--- config.mk ---
export PLATFORM = sky130hd
export DESIGN_NAME = pam_header_parser_top
export DESIGN_NICKNAME = d
export VERILOG_FILES = /design/src/rtl/pamhp_pkg.sv /design/src/rtl/pam_header_parser_top.sv
export SDC_FILE = /design/constraint.sdc
export NUM_CORES = 1
export LEC_CHECK = 0
export ABC_AREA = 0
export BUFFER_PORTS_ARGS = -buffer_cell sky130_fd_sc_hd__buf_2
export CAP_MARGIN = 15
export CORE_MARGIN = 2
export CORE_UTILIZATION = 55
export CTS_CLUSTER_SIZE = 20
export DETAILED_ROUTE_END_ITERATION = 8
export GPL_TIMING_DRIVEN = 0
export PLACE_DENSITY = 0.87
export SETUP_SLACK_MARGIN = 0.5
export SYNTH_ARGS = -nofsm -noshare
export SYNTH_HDL_FRONTEND = slang
export SYNTH_SLANG_ARGS = --single-unit
--- constraint.sdc ---
create_clock -name i_clk -period 7.8 [get_ports i_clk]
set_clock_uncertainty 0.15 [all_clocks]
set_input_delay 1.56 -clock i_clk [delete_from_list [all_inputs] [get_ports i_clk]]
set_output_delay 1.56 -clock i_clk [all_outputs]
set_load 0.02 [all_outputs]
--- src/rtl/pamhp_pkg.sv ---
`timescale 1ns / 1ps

package pamhp_pkg;

    // Width of the value accumulator and of the stored fields.
    localparam int VALUE_BITS = 32;
    localparam logic [VALUE_BITS-1:0] VALUE_MAX = {1'b0, {(VALUE_BITS-1){1'b1}}};

    // Scanner modes.
    typedef enum logic [2:0] {
        MODE_GAP,
        MODE_TOKEN,
        MODE_COMMENT,
        MODE_TAIL,
        MODE_DONE
    } t_scan_mode;

    // Field selected by the last keyword, waiting for its value token.
    typedef enum logic [2:0] {
        FLD_NONE,
        FLD_WIDTH,
        FLD_HEIGHT,
        FLD_DEPTH,
        FLD_MAXVAL,
        FLD_TUPLE
    } t_field;

    // Keyword indexes into the match flags.
    localparam int KW_COUNT    = 6;
    localparam int KW_ENDHDR   = 0;
    localparam int KW_WIDTH    = 1;
    localparam int KW_HEIGHT   = 2;
    localparam int KW_DEPTH    = 3;
    localparam int KW_MAXVAL   = 4;
    localparam int KW_TUPLTYPE = 5;

    // Keyword text, first character in the top byte, padded to eight bytes.
    localparam logic [63:0] KW_TEXT [KW_COUNT] = '{
        "ENDHDR  ", "WIDTH   ", "HEIGHT  ", "DEPTH   ", "MAXVAL  ", "TUPLTYPE"
    };
    localparam logic [3:0] KW_LEN [KW_COUNT] = '{
        4'd6, 4'd5, 4'd6, 4'd5, 4'd6, 4'd8
    };

    // Byte codes that the scanner looks for.
    localparam logic [7:0] CH_SPACE = 8'h20;
    localparam logic [7:0] CH_CR    = 8'h0D;
    localparam logic [7:0] CH_TAB   = 8'h09;
    localparam logic [7:0] CH_VT    = 8'h0B;
    localparam logic [7:0] CH_LF    = 8'h0A;
    localparam logic [7:0] CH_HASH  = 8'h23;
    localparam logic [7:0] CH_ZERO  = 8'h30;
    localparam logic [7:0] CH_NINE  = 8'h39;
    localparam logic [7:0] CH_PRINT_LO = 8'h21;
    localparam logic [7:0] CH_PRINT_HI = 8'h7E;

    // Input word: one header byte.
    typedef struct packed {
        logic [7:0] data_byte;
        logic       restart;
    } t_in_word;

    // Result word: the parsed header.
    typedef struct packed {
        logic signed [31:0] width_value;
        logic signed [31:0] height_value;
        logic signed [31:0] depth_value;
        logic signed [31:0] maxval_value;
        logic signed [31:0] tuple_value;
        logic [7:0]         unknown_tokens;
        logic [15:0]        header_length;
    } t_out_word;

    // Character of keyword kw at position idx.
    function automatic logic [7:0] kw_char(input logic [63:0] text, input logic [2:0] idx);
        logic [63:0] shifted;
        shifted = text << {idx, 3'b000};
        return shifted[63:56];
    endfunction

    // Low 32 bits of a stored field; the invalid marker of all ones stays all ones.
    function automatic logic [31:0] field_out(input logic [VALUE_BITS-1:0] v);
        logic [63:0] ext;
        ext = {{(64-VALUE_BITS){v[VALUE_BITS-1]}}, v};
        return ext[31:0];
    endfunction

endpackage

--- src/rtl/pam_header_parser_top.sv ---
`timescale 1ns / 1ps

// PAM header parser. Feed the header one byte per word, starting right after the
// magic line; set restart on the first byte of a new header to clear all parser
// state. The block takes one byte every clock unless stalled: each byte is handled
// combinationally by the token scanner and its effect is registered in the parser
// state registers. While a result word waits and the output is stalled, the input is
// stalled too; otherwise bytes keep flowing every cycle.
// One result word comes out per header, in the cycle after the LF that ends the
// ENDHDR line; it carries WIDTH, HEIGHT, DEPTH, MAXVAL and TUPLTYPE (0 if absent,
// -1 if malformed), the count of unknown tokens and the offset of that LF. A
// header without an ENDHDR line gives no result. Further bytes are ignored until
// restart.
module pam_header_parser_top
    import pamhp_pkg::*;
(
    input  logic      i_clk,
    input  logic      i_rst_n,
    input  logic      i_in_valid,
    output logic      o_in_stall,
    input  t_in_word  i_in_word,
    output logic      o_out_valid,
    input  logic      i_out_stall,
    output t_out_word o_out_word
);

    // Parser state.
    t_scan_mode            r_mode, n_mode;
    logic [3:0]            r_len, n_len;
    logic [KW_COUNT-1:0]   r_flags, n_flags;
    t_field                r_pend, n_pend;
    logic [VALUE_BITS-1:0] r_acc, n_acc;
    logic                  r_ended, n_ended;
    logic                  r_inv, n_inv;
    logic [VALUE_BITS-1:0] r_width, n_width;
    logic [VALUE_BITS-1:0] r_height, n_height;
    logic [VALUE_BITS-1:0] r_depth, n_depth;
    logic [VALUE_BITS-1:0] r_maxval, n_maxval;
    logic [VALUE_BITS-1:0] r_tuple, n_tuple;
    logic [7:0]            r_errs, n_errs;
    logic [15:0]           r_pos, n_pos;

    // Output register.
    logic      r_out_valid;
    t_out_word r_out_word;

    // State as seen by this byte, after a possible restart.
    t_scan_mode            c_mode;
    logic [3:0]            c_len;
    logic [KW_COUNT-1:0]   c_flags;
    t_field                c_pend;
    logic [VALUE_BITS-1:0] c_acc;
    logic                  c_ended;
    logic                  c_inv;
    logic [VALUE_BITS-1:0] c_width, c_height, c_depth, c_maxval, c_tuple;
    logic [7:0]            c_errs;
    logic [15:0]           c_pos;

    // Token byte path.
    logic [3:0]            b_len, t_len;
    logic [KW_COUNT-1:0]   b_flags, t_flags;
    logic [VALUE_BITS-1:0] b_acc, t_acc;
    logic                  b_ended, t_ended;
    logic                  b_inv, t_inv;
    logic [VALUE_BITS+3:0] acc_x10;
    logic [KW_COUNT-1:0]   hit;
    logic [VALUE_BITS-1:0] tok_val;

    logic [7:0] ch;
    logic       is_delim;
    logic       is_digit;
    logic       accept;
    logic       emit;

    assign accept     = i_in_valid && !o_in_stall;
    assign o_in_stall = r_out_valid && i_out_stall;
    assign ch         = i_in_word.data_byte;
    assign is_delim   = (ch == CH_SPACE) || (ch == CH_CR) || (ch == CH_TAB) ||
                        (ch == CH_VT) || (ch == CH_LF);
    assign is_digit   = (ch >= CH_ZERO) && (ch <= CH_NINE);

    // Restart clears everything before the byte is looked at.
    always_comb begin
        if (i_in_word.restart) begin
            c_mode   = MODE_GAP;
            c_len    = '0;
            c_flags  = '1;
            c_pend   = FLD_NONE;
            c_acc    = '0;
            c_ended  = 1'b0;
            c_inv    = 1'b0;
            c_width  = '0;
            c_height = '0;
            c_depth  = '0;
            c_maxval = '0;
            c_tuple  = '0;
            c_errs   = '0;
            c_pos    = '0;
        end else begin
            c_mode   = r_mode;
            c_len    = r_len;
            c_flags  = r_flags;
            c_pend   = r_pend;
            c_acc    = r_acc;
            c_ended  = r_ended;
            c_inv    = r_inv;
            c_width  = r_width;
            c_height = r_height;
            c_depth  = r_depth;
            c_maxval = r_maxval;
            c_tuple  = r_tuple;
            c_errs   = r_errs;
            c_pos    = r_pos;
        end
    end

    // A byte that opens a token starts from fresh token state.
    always_comb begin
        if (c_mode == MODE_GAP) begin
            b_len   = '0;
            b_flags = '1;
            b_acc   = '0;
            b_ended = 1'b0;
            b_inv   = 1'b0;
        end else begin
            b_len   = c_len;
            b_flags = c_flags;
            b_acc   = c_acc;
            b_ended = c_ended;
            b_inv   = c_inv;
        end
    end

    // Keyword compare, length count and saturating decimal accumulate for one byte.
    always_comb begin
        for (int k = 0; k < KW_COUNT; k++) begin
            t_flags[k] = b_flags[k] && (b_len < KW_LEN[k]) &&
                         (kw_char(KW_TEXT[k], b_len[2:0]) == ch);
        end
        t_len   = (b_len == 4'd15) ? b_len : b_len + 4'd1;
        acc_x10 = {1'b0, b_acc, 3'b000} + {3'b000, b_acc, 1'b0} +
                  {{(VALUE_BITS){1'b0}}, ch[3:0]};
        t_acc   = b_acc;
        t_ended = b_ended;
        t_inv   = b_inv;
        if (!b_ended) begin
            if (is_digit) begin
                if (acc_x10 > {4'b0000, VALUE_MAX}) begin
                    t_acc = VALUE_MAX;
                end else begin
                    t_acc = acc_x10[VALUE_BITS-1:0];
                end
            end else begin
                t_ended = 1'b1;
                t_inv   = (ch >= CH_PRINT_LO) && (ch <= CH_PRINT_HI);
            end
        end
    end

    // Keyword hits at the end of the current token.
    always_comb begin
        for (int k = 0; k < KW_COUNT; k++) begin
            hit[k] = c_flags[k] && (c_len == KW_LEN[k]);
        end
        tok_val = c_inv ? '1 : c_acc;
    end

    // Scanner next state.
    always_comb begin
        n_mode   = c_mode;
        n_len    = c_len;
        n_flags  = c_flags;
        n_pend   = c_pend;
        n_acc    = c_acc;
        n_ended  = c_ended;
        n_inv    = c_inv;
        n_width  = c_width;
        n_height = c_height;
        n_depth  = c_depth;
        n_maxval = c_maxval;
        n_tuple  = c_tuple;
        n_errs   = c_errs;
        n_pos    = (c_pos == 16'hFFFF) ? c_pos : c_pos + 16'd1;
        emit     = 1'b0;

        case (c_mode)
            MODE_GAP: begin
                if (is_delim) begin
                    n_mode = MODE_GAP;
                end else if (ch == CH_HASH) begin
                    n_mode = MODE_COMMENT;
                end else begin
                    n_mode  = MODE_TOKEN;
                    n_len   = t_len;
                    n_flags = t_flags;
                    n_acc   = t_acc;
                    n_ended = t_ended;
                    n_inv   = t_inv;
                end
            end
            MODE_TOKEN: begin
                if (!is_delim) begin
                    n_len   = t_len;
                    n_flags = t_flags;
                    n_acc   = t_acc;
                    n_ended = t_ended;
                    n_inv   = t_inv;
                end else if (hit[KW_ENDHDR]) begin
                    if (ch == CH_LF) begin
                        emit   = 1'b1;
                        n_mode = MODE_DONE;
                    end else begin
                        n_mode = MODE_TAIL;
                    end
                end else begin
                    // Token end: select a field, store a value, or count an error.
                    n_mode = MODE_GAP;
                    if (hit[KW_WIDTH] && c_width == '0) begin
                        n_pend = FLD_WIDTH;
                    end else if (hit[KW_HEIGHT] && c_height == '0) begin
                        n_pend = FLD_HEIGHT;
                    end else if (hit[KW_DEPTH] && c_depth == '0) begin
                        n_pend = FLD_DEPTH;
                    end else if (hit[KW_MAXVAL] && c_maxval == '0) begin
                        n_pend = FLD_MAXVAL;
                    end else if (hit[KW_TUPLTYPE]) begin
                        n_pend = FLD_TUPLE;
                    end else if (c_pend != FLD_NONE) begin
                        n_pend = FLD_NONE;
                        case (c_pend)
                            FLD_WIDTH:  n_width  = tok_val;
                            FLD_HEIGHT: n_height = tok_val;
                            FLD_DEPTH:  n_depth  = tok_val;
                            FLD_MAXVAL: n_maxval = tok_val;
                            default:    n_tuple  = tok_val;
                        endcase
                    end else if (c_errs != 8'hFF) begin
                        n_errs = c_errs + 8'd1;
                    end
                end
            end
            MODE_COMMENT: begin
                if (ch == CH_LF) begin
                    n_mode = MODE_GAP;
                end
            end
            MODE_TAIL: begin
                if (ch == CH_LF) begin
                    emit   = 1'b1;
                    n_mode = MODE_DONE;
                end
            end
            default: begin
                n_mode = c_mode;
            end
        endcase
    end

    // Parser state registers, updated on each accepted byte.
    always_ff @(posedge i_clk) begin
        if (!i_rst_n) begin
            r_mode   <= MODE_GAP;
            r_len    <= '0;
            r_flags  <= '1;
            r_pend   <= FLD_NONE;
            r_acc    <= '0;
            r_ended  <= 1'b0;
            r_inv    <= 1'b0;
            r_width  <= '0;
            r_height <= '0;
            r_depth  <= '0;
            r_maxval <= '0;
            r_tuple  <= '0;
            r_errs   <= '0;
            r_pos    <= '0;
        end else if (accept) begin
            r_mode   <= n_mode;
            r_len    <= n_len;
            r_flags  <= n_flags;
            r_pend   <= n_pend;
            r_acc    <= n_acc;
            r_ended  <= n_ended;
            r_inv    <= n_inv;
            r_width  <= n_width;
            r_height <= n_height;
            r_depth  <= n_depth;
            r_maxval <= n_maxval;
            r_tuple  <= n_tuple;
            r_errs   <= n_errs;
            r_pos    <= n_pos;
        end
    end

    // Result valid: set by a result, cleared once the word is taken.
    always_ff @(posedge i_clk) begin
        if (!i_rst_n) begin
            r_out_valid <= 1'b0;
        end else if (accept && emit) begin
            r_out_valid <= 1'b1;
        end else if (!i_out_stall) begin
            r_out_valid <= 1'b0;
        end
    end

    // Result payload.
    always_ff @(posedge i_clk) begin
        if (accept && emit) begin
            r_out_word.width_value    <= signed'(field_out(c_width));
            r_out_word.height_value   <= signed'(field_out(c_height));
            r_out_word.depth_value    <= signed'(field_out(c_depth));
            r_out_word.maxval_value   <= signed'(field_out(c_maxval));
            r_out_word.tuple_value    <= signed'(field_out(c_tuple));
            r_out_word.unknown_tokens <= c_errs;
            r_out_word.header_length  <= c_pos;
        end
    end

    assign o_out_valid = r_out_valid;
    assign o_out_word  = r_out_word;

endmodule
---- Word level (Yosys, flattened, before mapping) ----
Cells that the tools add are included.
Widths: inputs -> output; s select.
storage, ports and cells
  register bits ........................... 419
  input bits .............................. 13
  output and inout bits ................... 186
  logic and storage cells ................. 238
operators by class
  $add $sub $neg .......................... 5
  $lt $le $gt $ge ......................... 8
  equality and inequality tests ........... 26
  shift operators ......................... 6
  mux-type cells .......................... 132
  reduce and logical (&&, ||, !) cells .... 39
operators by type and width
  operator               number
  $mux 32                64
  $shl 63x6->64 const A  6
  $logic_not 32->1       4
  $mux 8                 11
  $pmux 32 s2            1
  $eq 8x8->1             6
  $mux 3                 16
  $add 35x33->36         1
  $add 36x4->36          1
  $gt 36x31->1 const B   1
  $eq 8x4->1 const B     4
  $mux 16                2
  $mux 6                 5
  $logic_and 1x1->1      27
  $mux 4                 6
  $mux 1                 19
  $add 16x1->16 const B  1
  $eq 16x16->1 const B   1
  $eq 8x6->1 const B     2
  $ge 8x6->1 const B     2
  $eq 3x2->1 const B     4
  $pmux 3 s4             1
  $pmux 6 s2             1
  $add 8x1->8 const B    1
  19 further kinds       29

---- Longest topological paths before layout ----
  depth in word-level cells ............... 13
  mapped depth ............................ 18
  gate-level depth less buffers ........... 15

---- Worst setup path after synthesis ----
OpenSTA, ideal clock, no wires.
  kind .................................... input -> register
  from .................................... input port i_in_word[5] (netlist bit)
  to ...................................... register r_out_word, in the netlist o_out_word[0] (enable)
  setup time .............................. 0.539 ns
  arrival ................................. 6.237 ns
  required time ........................... 7.111 ns
  setup slack ............................. 0.874 ns
  stages .................................. 3
  path buffers ............................ 0
  path through ............................ or3_1 nor4_1 o211a_1
between the ends
  cells in the longest elaborated chain, start to end .. 8
  elaborated cells on any way between the ends .. 14
  classes of those cells .................. eq/ne (5); mux (4); reduce/logical (5)
ends and longest elaborated chain
  element                                   line                          text
  start, declared                           pam_header_parser_top.sv:21   input t_in_word i_in_word,
  $eq 8x6->1 or $eq 8x4->1 (tied branches)  pam_header_parser_top.sv:78   assign is_delim = (ch == CH_SPACE) || (ch == CH_CR) || (ch == CH_TAB) ||
  $logic_or 1x1->1 (3 in series)            pam_header_parser_top.sv:78
  $logic_or 1x1->1                          pam_header_parser_top.sv:79   (ch == CH_VT) || (ch == CH_LF);
  $mux 1                                    pam_header_parser_top.sv:202  if (!is_delim) begin
  $pmux 1 s2 (*)                            pam_header_parser_top.sv:186  case (c_mode)
  $logic_and 1x1->1 (*)                     pam_header_parser_top.sv:307  if (accept && emit) begin
  end, declared                             pam_header_parser_top.sv:45   t_out_word r_out_word;
Every way passes the cells marked *; elsewhere a longest branch is shown, timed or not.
A chain may end at the register's enable or synchronous reset.

---- Worst setup path after layout ----
  from .................................... input port i_in_word[0] (netlist bit)
  to ...................................... register r_acc[23]
between the ends
  cells in the longest elaborated chain, start to end .. 12
  elaborated cells on any way between the ends .. 17
  classes of those cells .................. add/sub (2); order compare (1); eq/ne (1); mux (12); reduce/logical (1)
ends and longest elaborated chain
  element               line                                                        text
  $mux 3                pam_header_parser_top.sv:84                                 if (i_in_word.restart) begin
  $logic_not 3->1       pam_header_parser_top.sv:119, pam_header_parser_top.sv:186
  $mux 32               pam_header_parser_top.sv:119                                if (c_mode == MODE_GAP) begin
  $add 35x33->36        pam_header_parser_top.sv:141                                acc_x10 = {1'b0, b_acc, 3'b000} + {3'b000, b_acc, 1'b0} +
  $add 36x4->36         pam_header_parser_top.sv:141
  $gt 36x31->1          pam_header_parser_top.sv:148                                if (acc_x10 > {4'b0000, VALUE_MAX}) begin
  $mux 32               pam_header_parser_top.sv:148
  $mux 32               pam_header_parser_top.sv:147                                if (is_digit) begin
  $mux 32               pam_header_parser_top.sv:146                                if (!b_ended) begin
  $mux 32               pam_header_parser_top.sv:190                                end else if (ch == CH_HASH) begin
  $mux 32               pam_header_parser_top.sv:188                                if (is_delim) begin
  $pmux 32 s2 (*)       pam_header_parser_top.sv:186
  end signal, assigned  pam_header_parser_top.sv:281                                r_acc <= n_acc;
  end, declared         pam_header_parser_top.sv:32                                 logic [VALUE_BITS-1:0] r_acc, n_acc;
Marked as above.

==> flow_summary.ini <==
[yosys]
yosys-top-cells-count = dfxtp_1, nor2b_1, edfxtp_1, nor2_1, clkbuf_1
synth_fp_nets = 2003
synth_top_cell_by_area = edfxtp_1
netlist.area_leader.share_pct = 28.0
synthesis.instances = 1915
synth.lib_cells_used.distinct = 78
post-synth-top-count-cell = dfxtp_1
synth.yosys.seq_area_share_pct = 51.8
synth.top_cells.by_area = edfxtp_1, dfxtp_1, nor2b_1
async_flop_share_pct = 0
yosys_warnings = 0
ys_seq_elements = 419
number_of_flops_mapped_to_enable_cells_by_yosys = 184
post_synthesis_cell_area_mm2 = 0.0198
avgSynthCellArea_um2 = 10.3
synth_ff_type = dfxtp_1

[die]
die_w_um = 194
initial_utilization_pct = 55.7
die_y_um = 194
core.rowCount = 69
die_area_mm2 = 0.0375
floorplan.core_area_mm2 = 0.0355
number_of_primary_i_o_pins = 199

[routing]
drt_first_iter_violations = 2062
routed_via_density = 6.35
detail_route.wl_per_cell_um = 22.6
postRouteWirelength_um = 59900
post-route-drc-count = 0
drt.antenna.violating_nets = 0
drt_pass1_iterations = 6
number_of_vias_in_the_routed_layout = 16800

[global_routing]
grt_first_pass_wirelength_um = 92200
globalRoute.totalOverflow = 0
grt_usage_pct = 31.2
vias_in_the_first_global_route = 15800
antenna_found_initial = 0
grt_start_max_net_pins = 77

[clock_network]
clock_insertion_delay_worst_skew_ns = 0.55
cts_made_buffers = 38
clock_tree.htree_level_count = 2
cts-root-to-sink-buffers = 3
path_clk_slew_ns = 0.07
post_cts_hold_buffer_count = 0
tritoncts_num_sinks = 419
clock_tree.root_cell = clkbuf_16
tritoncts = built

[power]
share_seq_of_total_power_pct = 52.2
cell_internal_pwr_w = 0.00338
power.switching_w = 0.000995
total_leakage_power_nw = 8.88
powerDensity_mw_per_mm2 = 193
clkPwrFrac_pct = 43.4
swShare_pct = 22.7
worst_ir_drop_vdd_mv = 0.237
combPwrFrac_pct = 4.5

[sta]
post-route-period-util_pct = 87.8
max_freq_mhz = 146
tightest_slew_ns = 1.19
setup_tns_ns = 0
maxSlewHeadroom_pct = 20.1
grt_setup_unrepaired = no
layout_min_cycle_time_ns = 6.85
timing.final.setup_violations = 0
timing_hold_violations_final = 0
final_max_slew_viol_count = 0

[place]
buffer_ports.inserted = 196
placed_instance_count = 2576
place.detailed.hpwl_um = 44300
place_congestion = 0.999

[critical_path]
critPathKind = primary input to flop
critPathArrivalTime_ns = 7.13
worst_ep_required_time_ns = 8.08
rr_worst_depth = 17
critical_path.startpoint_type = primary input
crit_fanout = 10
worst_setup_path_end_kind = flop

[cells_and_area]
area.growth.synth_to_final_pct = 14.7
final_cell_count_no_fill = 2647
final.fill_count = 2697
nNetsFinal = 2243
layout-drive-gt1-share_pct = 14.1

[job]
timing.max_cap.violations = 0

[min_path]
worst_min_path_class = flop to flop
worst_hold_path.num_cells = 1

[outcome]
run_status = complete, no violations
==> per-stage QoR <==
stage	power [W]	utilization (%)	hold slack [ns]	setup WS, ns	instance area [um2]
floorplan	0.00245	-	0.283	0.874	19800
global placement	0.00251	60.1	0.299	-1.07	21300
detailed placement	0.00252	60.3	0.300	-0.137	21400
CTS	0.00437	63.9	0.322	0.591	22700
global route	0.00448	63.9	0.337	0.682	22700
finish	0.00438	63.9	0.320	0.949	22700
==> state kept, by name, indices dropped and copies added (netlist names), 3 cells and up <==
| register | count |
|---|---|
| r_height | 32 |
| r_depth | 32 |
| r_errs | 8 |
| r_maxval | 32 |
| r_acc | 32 |
| r_width | 32 |
| r_tuple | 32 |
| r_pend | 3 |
| r_len | 4 |
| r_mode | 3 |
| o_out_word | 184 |
| r_flags | 6 |
| r_pos | 16 |
==> final cells by class <==
class | count | area (um2) | area share (%)
inverter | 27 | 101 | 0.447
antenna | 1 | 2.50 | 0.0110
multi-input combinational | 1337 | 8890 | 39.2
tap | 461 | 577 | 2.54
sequential | 419 | 10200 | 45.1
timing repair buffer | 200 | 1050 | 4.63
buffer | 132 | 556 | 2.45
clock inverter | 22 | 218 | 0.960
clock buffer | 48 | 1040 | 4.59
==> kinds of logic (layout without fill, tap and decap cells) <==
kind of cell | Yosys count | after routing | synth area share, %
other | 0 | 1 | 0
DFF | 419 | 419 | 51.8
and+or+nand+nor | 717 | 717 | 19.4
muxes | 12 | 12 | 0.627
AOI/OAI and AO/OA | 481 | 481 | 17.8
xor gates and xnor gates | 52 | 52 | 2.30
adders and majority gates | 75 | 75 | 4.79
buffers and inverters | 159 | 429 | 3.30
==> critical path, cell delays in order <==
cell	delay, ns
buf_2	0.14
inv_1	0.27
clkbuf_2	0.37
clkbuf_2	0.34
clkbuf_2	0.41
clkbuf_1	0.29
and3_1	0.25
ha_1	0.24
ha_1	0.24
fa_1	0.46
a21o_1	0.22
a221o_1	0.35
a21oi_1	0.37
o21a_1	0.27
o31ai_1	0.09
a311oi_1	0.31
a41oi_1	0.33
buf_2	0.29
a221o_1	0.30
==> power by group through the flow <==
stage | registers, W | logic [W] | clock network, W
final | 0.00228 | 0.000196 | 0.00190
after global routing | 0.00228 | 0.000208 | 0.00199
after CTS | 0.00228 | 0.000188 | 0.00190
after detailed placement | 0.00233 | 0.000185 | 0
after global placement | 0.00233 | 0.000181 | 0
after floorplan | 0.00233 | 0.000120 | 0
==> layer usage <==
layer / vias up / wire length [um] / track usage [%] / share of wire, %
li1: 7577 / - / - / -
met2: 992 / 27900 / 50.3 / 47
met3: 217 / 5210 / 4.92 / 8.7
met1: 8033 / 23300 / 40.2 / 39
met4: 0 / 3590 / 17.6 / 6.0
met5: - / 0 / 0 / 0
==> placed cells by master, fill, tap and decap left out, drive strengths merged, types with 6 or more instances in the layout <==
cell / instances
a221oi: 7
a221o: 29
nor4: 31
clkbuf: 150
xor2: 18
nand3b: 7
a211oi: 14
mux2i: 9
inv: 31
nor2: 170
edfxtp: 184
nand4: 23
and2: 12
clkinv: 15
nand2: 100
o211ai: 10
a22oi: 37
o22ai: 6
and3: 76
xnor2: 34
o21ai: 88
nand2b: 6
nor2b: 194
a21oi: 71
ha: 74
o31ai: 7
o21a: 41
nor4b: 9
or3: 8
a22o: 91
nor3: 31
nand3: 31
buf: 229
a21o: 16
dfxtp: 235
a211o: 7
==> worst paths after layout <==
path | startpoint | endpoint | slack [ns]
max | i_in_word[0] | r_acc[23] | 0.95
min | r_tuple[6] | r_tuple[6] | 0.32
max reg2reg | r_mode[2] | r_acc[23] | 1.95
min reg2reg | r_tuple[6] | r_tuple[6] | 0.32
==> timing repair <==
action / 4_1_cts / 5_1_grt
gates resized for setup: 1 / 5
buffers inserted: 0 / 0
endpoints found under the setup margin: 30 / 30
Note: power is estimated with default switching activity, not from simulation.
